**config.mk**
```make
export PLATFORM = sky130hd
export DESIGN_NAME = param_request_frame_validator_unit
export DESIGN_NICKNAME = d
export VERILOG_FILES = /design/src/hdl/prfv_pkg.sv /design/src/hdl/prfv_input_stage.sv /design/src/hdl/prfv_frame_tracker.sv /design/src/hdl/prfv_output_reg.sv /design/src/hdl/param_request_frame_validator_unit.sv
export SDC_FILE = /design/constraint.sdc
export NUM_CORES = 1
export LEC_CHECK = 0
export ABC_AREA = 1
export BUFFER_PORTS_ARGS = -buffer_cell sky130_fd_sc_hd__buf_4
export CAP_MARGIN = 20
export CORE_AREA = 10 10 115 117
export DETAILED_ROUTE_END_ITERATION = 10
export DIE_AREA = 0 0 125 127
export GPL_TIMING_DRIVEN = 0
export PLACE_DENSITY_LB_ADDON = 0.08
export SETUP_SLACK_MARGIN = 0.15
export SLEW_MARGIN = 10
export SYNTH_ARGS = -nofsm -noshare
export SYNTH_HDL_FRONTEND = slang
export SYNTH_SLANG_ARGS = --single-unit
```
**constraint.sdc**
```tcl
create_clock -name clk -period 13.66 [get_ports clk]
set_clock_uncertainty 0.1 [all_clocks]
set_input_delay 2.732 -clock clk [delete_from_list [all_inputs] [get_ports clk]]
set_output_delay 2.732 -clock clk [all_outputs]
set_load 0.05 [all_outputs]
```
**src/hdl/prfv_pkg.sv**
```systemverilog
package prfv_pkg;

	// Frame limits
	localparam int unsigned MAX_FRAME_BYTES = 256;
	localparam int unsigned MIN_FRAME_LEN   = 7;
	localparam int unsigned FIRST_SIZE_POS  = 4;
	localparam int unsigned ID_BYTES        = 2;

	// Byte position saturates at MAX_FRAME_BYTES
	localparam int unsigned POS_W = $clog2(MAX_FRAME_BYTES + 1);
	// Next size position reaches at most (MAX_FRAME_BYTES - 1) + 255 + ID_BYTES + 1
	localparam int unsigned NSP_W = $clog2(MAX_FRAME_BYTES + 255 + ID_BYTES + 1);

	localparam int unsigned IDX_W   = 7;
	localparam int unsigned OFF_W   = 9;
	localparam logic [IDX_W-1:0] ITEMS_SAT = {IDX_W{1'b1}};

	typedef enum logic {
		KIND_HEADER  = 1'b0,
		KIND_VERDICT = 1'b1
	} result_kind_t;

	typedef struct packed {
		result_kind_t     kind;
		logic [IDX_W-1:0] item_index;
		logic [15:0]      param_id;
		logic [7:0]       item_size;
		logic [OFF_W-1:0] data_offset;
		logic             frame_valid;
		logic [IDX_W-1:0] item_count;
	} result_t;

endpackage

```
**src/hdl/prfv_input_stage.sv**
```systemverilog
module prfv_input_stage (
	input  logic       clk,
	input  logic       arst_n,
	input  logic       in_valid,
	output logic       in_ready,
	input  logic [7:0] data_byte,
	input  logic       last_byte,
	input  logic       advance,
	output logic       valid_s1,
	output logic [7:0] byte_s1,
	output logic       last_s1
);

	// Take a new item when the slot is empty or its item moves on this cycle
	assign in_ready = !valid_s1 || advance;

	// Hold the occupancy flag
	always_ff @(posedge clk or negedge arst_n) begin
		if (!arst_n) begin
			valid_s1 <= 1'b0;
		end else if (in_ready) begin
			valid_s1 <= in_valid;
		end
	end

	// Capture the payload
	always_ff @(posedge clk) begin
		if (in_valid && in_ready) begin
			byte_s1 <= data_byte;
			last_s1 <= last_byte;
		end
	end

endmodule

```
**src/hdl/prfv_frame_tracker.sv**
```systemverilog
module prfv_frame_tracker (
	input  logic              clk,
	input  logic              arst_n,
	input  logic              cfg_wr_en,
	input  logic [15:0]       cfg_wr_data,
	input  logic              advance,
	input  logic [7:0]        byte_s1,
	input  logic              last_s1,
	output logic              res_valid,
	output prfv_pkg::result_t res
);

	logic [15:0]                expected_type_q;
	logic [prfv_pkg::POS_W-1:0] pos_q;
	logic [prfv_pkg::NSP_W-1:0] nsp_q;
	logic [prfv_pkg::IDX_W-1:0] items_q;
	logic [15:0]                last2_q;
	logic [7:0]                 type_lo_q;
	logic                       type_ok_q;
	logic                       too_long_q;

	logic                       hdr;
	logic                       type_ok_n;
	logic [7:0]                 type_lo_n;
	logic [15:0]                last2_n;
	logic [prfv_pkg::IDX_W-1:0] items_n;
	logic [prfv_pkg::NSP_W-1:0] nsp_n;
	logic [prfv_pkg::NSP_W-1:0] len;
	logic                       ok;
	logic                       at_limit;

	// Configuration register
	always_ff @(posedge clk or negedge arst_n) begin
		if (!arst_n) begin
			expected_type_q <= '0;
		end else if (cfg_wr_en) begin
			expected_type_q <= cfg_wr_data;
		end
	end

	// Per-byte update of the frame state
	always_comb begin
		hdr       = !too_long_q && (prfv_pkg::NSP_W'(pos_q) == nsp_q);
		type_lo_n = (pos_q == '0) ? byte_s1 : type_lo_q;
		type_ok_n = type_ok_q;
		if (pos_q == prfv_pkg::POS_W'(1)) begin
			type_ok_n = ({byte_s1, type_lo_q} == expected_type_q);
		end
		last2_n = {last2_q[7:0], byte_s1};
		items_n = items_q;
		nsp_n   = nsp_q;
		if (hdr) begin
			if (items_q != prfv_pkg::ITEMS_SAT) begin
				items_n = items_q + prfv_pkg::IDX_W'(1);
			end
			nsp_n = prfv_pkg::NSP_W'(pos_q) + prfv_pkg::NSP_W'(byte_s1)
				+ prfv_pkg::NSP_W'(prfv_pkg::ID_BYTES + 1);
		end
		len      = prfv_pkg::NSP_W'(pos_q) + prfv_pkg::NSP_W'(1);
		at_limit = len >= prfv_pkg::NSP_W'(prfv_pkg::MAX_FRAME_BYTES);
		ok = type_ok_n && !too_long_q
			&& (len >= prfv_pkg::NSP_W'(prfv_pkg::MIN_FRAME_LEN))
			&& (len <= prfv_pkg::NSP_W'(prfv_pkg::MAX_FRAME_BYTES))
			&& (last2_n == 16'h0000)
			&& (nsp_n == len);
	end

	// Build the result: verdict on the last byte, otherwise a header at a size byte
	always_comb begin
		res       = '0;
		res_valid = last_s1 || hdr;
		if (last_s1) begin
			res.kind        = prfv_pkg::KIND_VERDICT;
			res.frame_valid = ok;
			res.item_count  = ok ? items_n : '0;
		end else begin
			res.kind        = prfv_pkg::KIND_HEADER;
			res.item_index  = items_q;
			res.param_id    = {last2_q[7:0], last2_q[15:8]};
			res.item_size   = byte_s1;
			res.data_offset = prfv_pkg::OFF_W'(len);
		end
	end

	// Advance the state; restart after the last byte, saturate past the limit
	always_ff @(posedge clk or negedge arst_n) begin
		if (!arst_n) begin
			pos_q      <= '0;
			nsp_q      <= prfv_pkg::NSP_W'(prfv_pkg::FIRST_SIZE_POS);
			items_q    <= '0;
			last2_q    <= '0;
			type_lo_q  <= '0;
			type_ok_q  <= 1'b0;
			too_long_q <= 1'b0;
		end else if (advance) begin
			if (last_s1) begin
				pos_q      <= '0;
				nsp_q      <= prfv_pkg::NSP_W'(prfv_pkg::FIRST_SIZE_POS);
				items_q    <= '0;
				last2_q    <= '0;
				type_lo_q  <= '0;
				type_ok_q  <= 1'b0;
				too_long_q <= 1'b0;
			end else begin
				nsp_q     <= nsp_n;
				items_q   <= items_n;
				last2_q   <= last2_n;
				type_lo_q <= type_lo_n;
				type_ok_q <= type_ok_n;
				if (at_limit) begin
					too_long_q <= 1'b1;
					pos_q      <= prfv_pkg::POS_W'(prfv_pkg::MAX_FRAME_BYTES);
				end else begin
					pos_q <= prfv_pkg::POS_W'(len);
				end
			end
		end
	end

endmodule

```
**src/hdl/prfv_output_reg.sv**
```systemverilog
module prfv_output_reg (
	input  logic              clk,
	input  logic              arst_n,
	input  logic              advance,
	input  logic              res_valid,
	input  prfv_pkg::result_t res,
	output logic              out_free,
	output logic              out_valid,
	input  logic              out_ready,
	output prfv_pkg::result_t out_res_q
);

	// The register can take a new result when empty or being drained
	assign out_free = !out_valid || out_ready;

	// Hold the result until the receiver takes it
	always_ff @(posedge clk or negedge arst_n) begin
		if (!arst_n) begin
			out_valid <= 1'b0;
		end else if (advance) begin
			out_valid <= res_valid;
		end else if (out_ready) begin
			out_valid <= 1'b0;
		end
	end

	// Load the payload
	always_ff @(posedge clk) begin
		if (advance && res_valid) begin
			out_res_q <= res;
		end
	end

endmodule

```
**src/hdl/param_request_frame_validator_unit.sv**
```systemverilog
// Parameter-request frame validator.
// Input channel (in_valid/in_ready) takes one frame byte per item in data_byte,
// with last_byte set on the final byte. Each accepted item may produce one
// result on the output channel (out_valid/out_ready): an item header at every
// size byte (result_kind 0: item_index, param_id, item_size, data_offset) or,
// on the last byte, a verdict (result_kind 1: frame_valid, item_count).
// cfg_wr_en/cfg_wr_data write the expected frame type; write only while idle.
// An accepted byte is held in the input register and its result is then
// loaded into the result register; a full result register that the receiver
// has not taken holds the byte back. Throughput: one byte per cycle while the receiver keeps out_ready
// high; the rate is set by the single pass of frame state update between the
// input register and the result register.
// Reset clears the frame state, the expected frame type (to 0) and both
// registers' valid flags. When the receiver stalls, the result register holds
// its item, the input register holds at most one byte, and in_ready drops
// once both are full; bytes that produce no result still wait behind a full
// result register.
module param_request_frame_validator_unit (
	input  logic                         clk,
	input  logic                         arst_n,
	input  logic                         cfg_wr_en,
	input  logic [15:0]                  cfg_wr_data,
	input  logic                         in_valid,
	output logic                         in_ready,
	input  logic [7:0]                   data_byte,
	input  logic                         last_byte,
	output logic                         out_valid,
	input  logic                         out_ready,
	output logic                         result_kind,
	output logic [prfv_pkg::IDX_W-1:0]   item_index,
	output logic [15:0]                  param_id,
	output logic [7:0]                   item_size,
	output logic [prfv_pkg::OFF_W-1:0]   data_offset,
	output logic                         frame_valid,
	output logic [prfv_pkg::IDX_W-1:0]   item_count
);

	logic              valid_s1;
	logic [7:0]        byte_s1;
	logic              last_s1;
	logic              advance;
	logic              out_free;
	logic              res_valid;
	prfv_pkg::result_t res;
	prfv_pkg::result_t out_res_q;

	// Move the buffered byte on when the result register has room
	assign advance = valid_s1 && out_free;

	prfv_input_stage u_input (
		.clk       (clk),
		.arst_n    (arst_n),
		.in_valid  (in_valid),
		.in_ready  (in_ready),
		.data_byte (data_byte),
		.last_byte (last_byte),
		.advance   (advance),
		.valid_s1  (valid_s1),
		.byte_s1   (byte_s1),
		.last_s1   (last_s1)
	);

	prfv_frame_tracker u_tracker (
		.clk         (clk),
		.arst_n      (arst_n),
		.cfg_wr_en   (cfg_wr_en),
		.cfg_wr_data (cfg_wr_data),
		.advance     (advance),
		.byte_s1     (byte_s1),
		.last_s1     (last_s1),
		.res_valid   (res_valid),
		.res         (res)
	);

	prfv_output_reg u_output (
		.clk       (clk),
		.arst_n    (arst_n),
		.advance   (advance),
		.res_valid (res_valid),
		.res       (res),
		.out_free  (out_free),
		.out_valid (out_valid),
		.out_ready (out_ready),
		.out_res_q (out_res_q)
	);

	// Unpack the result onto the ports
	assign result_kind = out_res_q.kind;
	assign item_index  = out_res_q.item_index;
	assign param_id    = out_res_q.param_id;
	assign item_size   = out_res_q.item_size;
	assign data_offset = out_res_q.data_offset;
	assign frame_valid = out_res_q.frame_valid;
	assign item_count  = out_res_q.item_count;

endmodule
```
==> qor.yml <==
outcome:
  status: "finished clean"
route:
  drt_wl_total_um: 16600
  vias: 5110
  drtAntennaViolNets: 0
  wl_per_cell_um: 17.8
  avgViaCountPerCell: 5.45
  drc: 0
  drt_pass1_iterations: 5
  drt_iter0_drc: 377
final_layout:
  antenna_cells: 0
  fin_nets: 833
  synthToLayoutAreaGrowth_pct: 22.3
  layout_common_cells: "nand2_1 (163), inv_1 (79), buf_4 (79)"
  drive_gt1_frac: 0.203
  fin_area_um2: 7800
  final_common_cell: "nand2_1"
sta:
  hold_viol: 0
  final.period_utilization: 0.443
  clock.fmax_mhz: 165
  rsz0062_at_grt: "no"
  final_max_slew_viol_count: 0
  hold_slack_ns: 0.384
  tns_ns: 0
  tightest_slew_ns: 0.933
  relSlewSlack: 0.378
  setup_viol: 0
  period_minus_slack_ns: 6.05
global_route:
  grt_pass1_vias: 5082
  grtUsageTotal: 0.211
  antenna_found_initial: 0
  grt_pass1_wl_um: 26700
  grt_overflow_total: 0
  grt_max_degree: 71
clock_network:
  cts_tree: "done"
  cts_post_setup_buffers_inserted: 0
  clkLatencyLatePin_ns: 0.42
  clkTransAtPathRegs_ns: 0.06
  clock-sinks: 128
  cts_resized: 0
  holdBufCountCts: 0
  cts_made_buffers: 17
  root_buffer: "clkbuf_16"
  clock_path_buffers: 2
  cts.htree.levels: 4
die:
  io_pins: 81
  die_h_um: 127
  core_area_um2: 11100
  start_util: 0.573
  die_w_um: 125
  fp-row-count: 39
  dieArea_um2: 15900
synth:
  synthCells: 682
  synth_edf_count: 58
  async_flop_share: 0.547
  synth_flop_cell: "dfrtp_1"
  ys_types: 39
  avgSynthCellArea_um2: 9.35
  synth_nets: 734
  yosysSeqAreaShare: 0.548
  synth_area_um2: 6380
  synth_seq_cells: 128
  synth_warnings: 0
power:
  power_density_nw_per_um2: 185
  vdd_drop_max_uv: 109
  leakagePower_nw: 3.56
placement:
  place_area_um2: 7190
  portBuffers: 79
  place_congestion: 0.898
  place_hpwl_um: 12300
run:
  maxCapViolations: 0
setup_path:
  r2r_start: "u_tracker.pos_q[1]"
  cp-start-kind: "primary input"
  worst_ep_arrival_time_ns: 3.22
  cp.required_ns: 10.83
  worst-path-max-fanout: 3
  r2r_end: "u_output.out_res_q[2]"
  r2r_setup_slack_ns: 10.50
  cp-end-kind: "output port"
  crit_type: "primary input to output port"
  worst-r2r-cell-count: 15
hold_path:
  worstHoldPathCells: 2
  min_from: "u_tracker.last2_q[5]"
  hold_path_end: "u_tracker.last2_q[5]"
  hold_path_class: "flop to flop"
metrics by stage:
step	utilization	power [mW]	instances	setup WS, ns
after floorplan	-	0.837	682	6.43
after global placement	0.643	0.962	904	4.76
after detailed placement	0.646	0.973	905	7.62
after CTS	0.701	1.44	937	7.61
after global routing	0.701	1.51	937	7.54
final	0.701	1.44	937	7.61
synthesized netlist by cell type, types with 7 or more instances:
cell type,count,area share
a21oi_1,11,0.0086
nand3_1,48,0.038
xor2_1,9,0.012
nand2_1,163,0.096
ha_1,21,0.041
nor2_1,68,0.040
mux2_2,12,0.021
xnor2_1,12,0.016
nor3_2,7,0.011
inv_1,79,0.046
clkbuf_1,15,0.0088
nand4_1,7,0.0069
dfrtp_1,69,0.27
inv_2,9,0.0053
edfxtp_1,58,0.27
o21ai_0,40,0.031
o22ai_1,11,0.011
power breakdown:
| group | internal (mW) | leakage, nW | switching [mW] |
|---|---|---|---|
| clock | 0.298 | 0.299 | 0.173 |
| sequential | 0.478 | 1.47 | 0.0433 |
| combinational | 0.134 | 1.79 | 0.315 |
critical path, cell delays in order:
cell and delay, ns:
buf_4 0.11, inv_1 0.06, nand3_1 0.11, buf_4 0.21
routing by layer:
| metal | track usage | part of all wire |
|---|---|---|
| met1 | 0.273 | 0.43 |
| met2 | 0.334 | 0.48 |
| met3 | 0.0604 | 0.072 |
| met4 | 0.0772 | 0.020 |
| met5 | 0 | 0 |
cell type report:
type                       count  area, µm²
multi-input combinational    448       2480
clock inverter                12        155
buffer                        17       78.8
fill                         856       3320
tap                          143        179
inverter                      89        334
sequential                   128       3490
timing repair buffer          80        621
clock buffer                  20        457
state kept, by name (all words and copies together) (netlist names):
| register | flops |
|---|---|
| u_tracker.nsp_q | 10 |
| u_tracker.last2_q | 16 |
| u_output.out_res_q | 49 |
| u_tracker.type_lo_q | 8 |
| u_tracker.items_q | 7 |
| u_tracker.type_ok_q | 1 |
| u_output.out_valid | 1 |
| u_input.last_s1 | 1 |
| u_input.valid_s1 | 1 |
| u_tracker.too_long_q | 1 |
| u_input.byte_s1 | 8 |
| u_tracker.pos_q | 9 |
| u_tracker.expected_type_q | 16 |
cell families (layout without fill, tap and decap cells):
| group | count (synthesis) | in the layout | synth area share |
|---|---|---|---|
| compound gates | 74 | 74 | 0.0647 |
| xor+xnor | 22 | 22 | 0.0314 |
| fa+ha+maj | 22 | 22 | 0.0443 |
| buf+inv | 106 | 218 | 0.0647 |
| flops | 128 | 128 | 0.548 |
| mux | 12 | 12 | 0.0212 |
| simple gates | 318 | 318 | 0.226 |
how the worst max path moves through the flow:
stage              start                    end  slack (ns)  depth (start not counted)
6_report       out_ready               in_ready        7.61                          4
5_1_grt        out_ready               in_ready        7.54                          4
4_1_cts        out_ready               in_ready        7.61                          4
3_5_place_dp   out_ready               in_ready        7.62                          4
3_3_place_gp   out_ready  u_output.out_res_q[0]        4.76                          6
2_1_floorplan  out_ready  u_output.out_res_q[0]        6.43                          5
No activity file was read; power rests on OpenSTA's default activity.
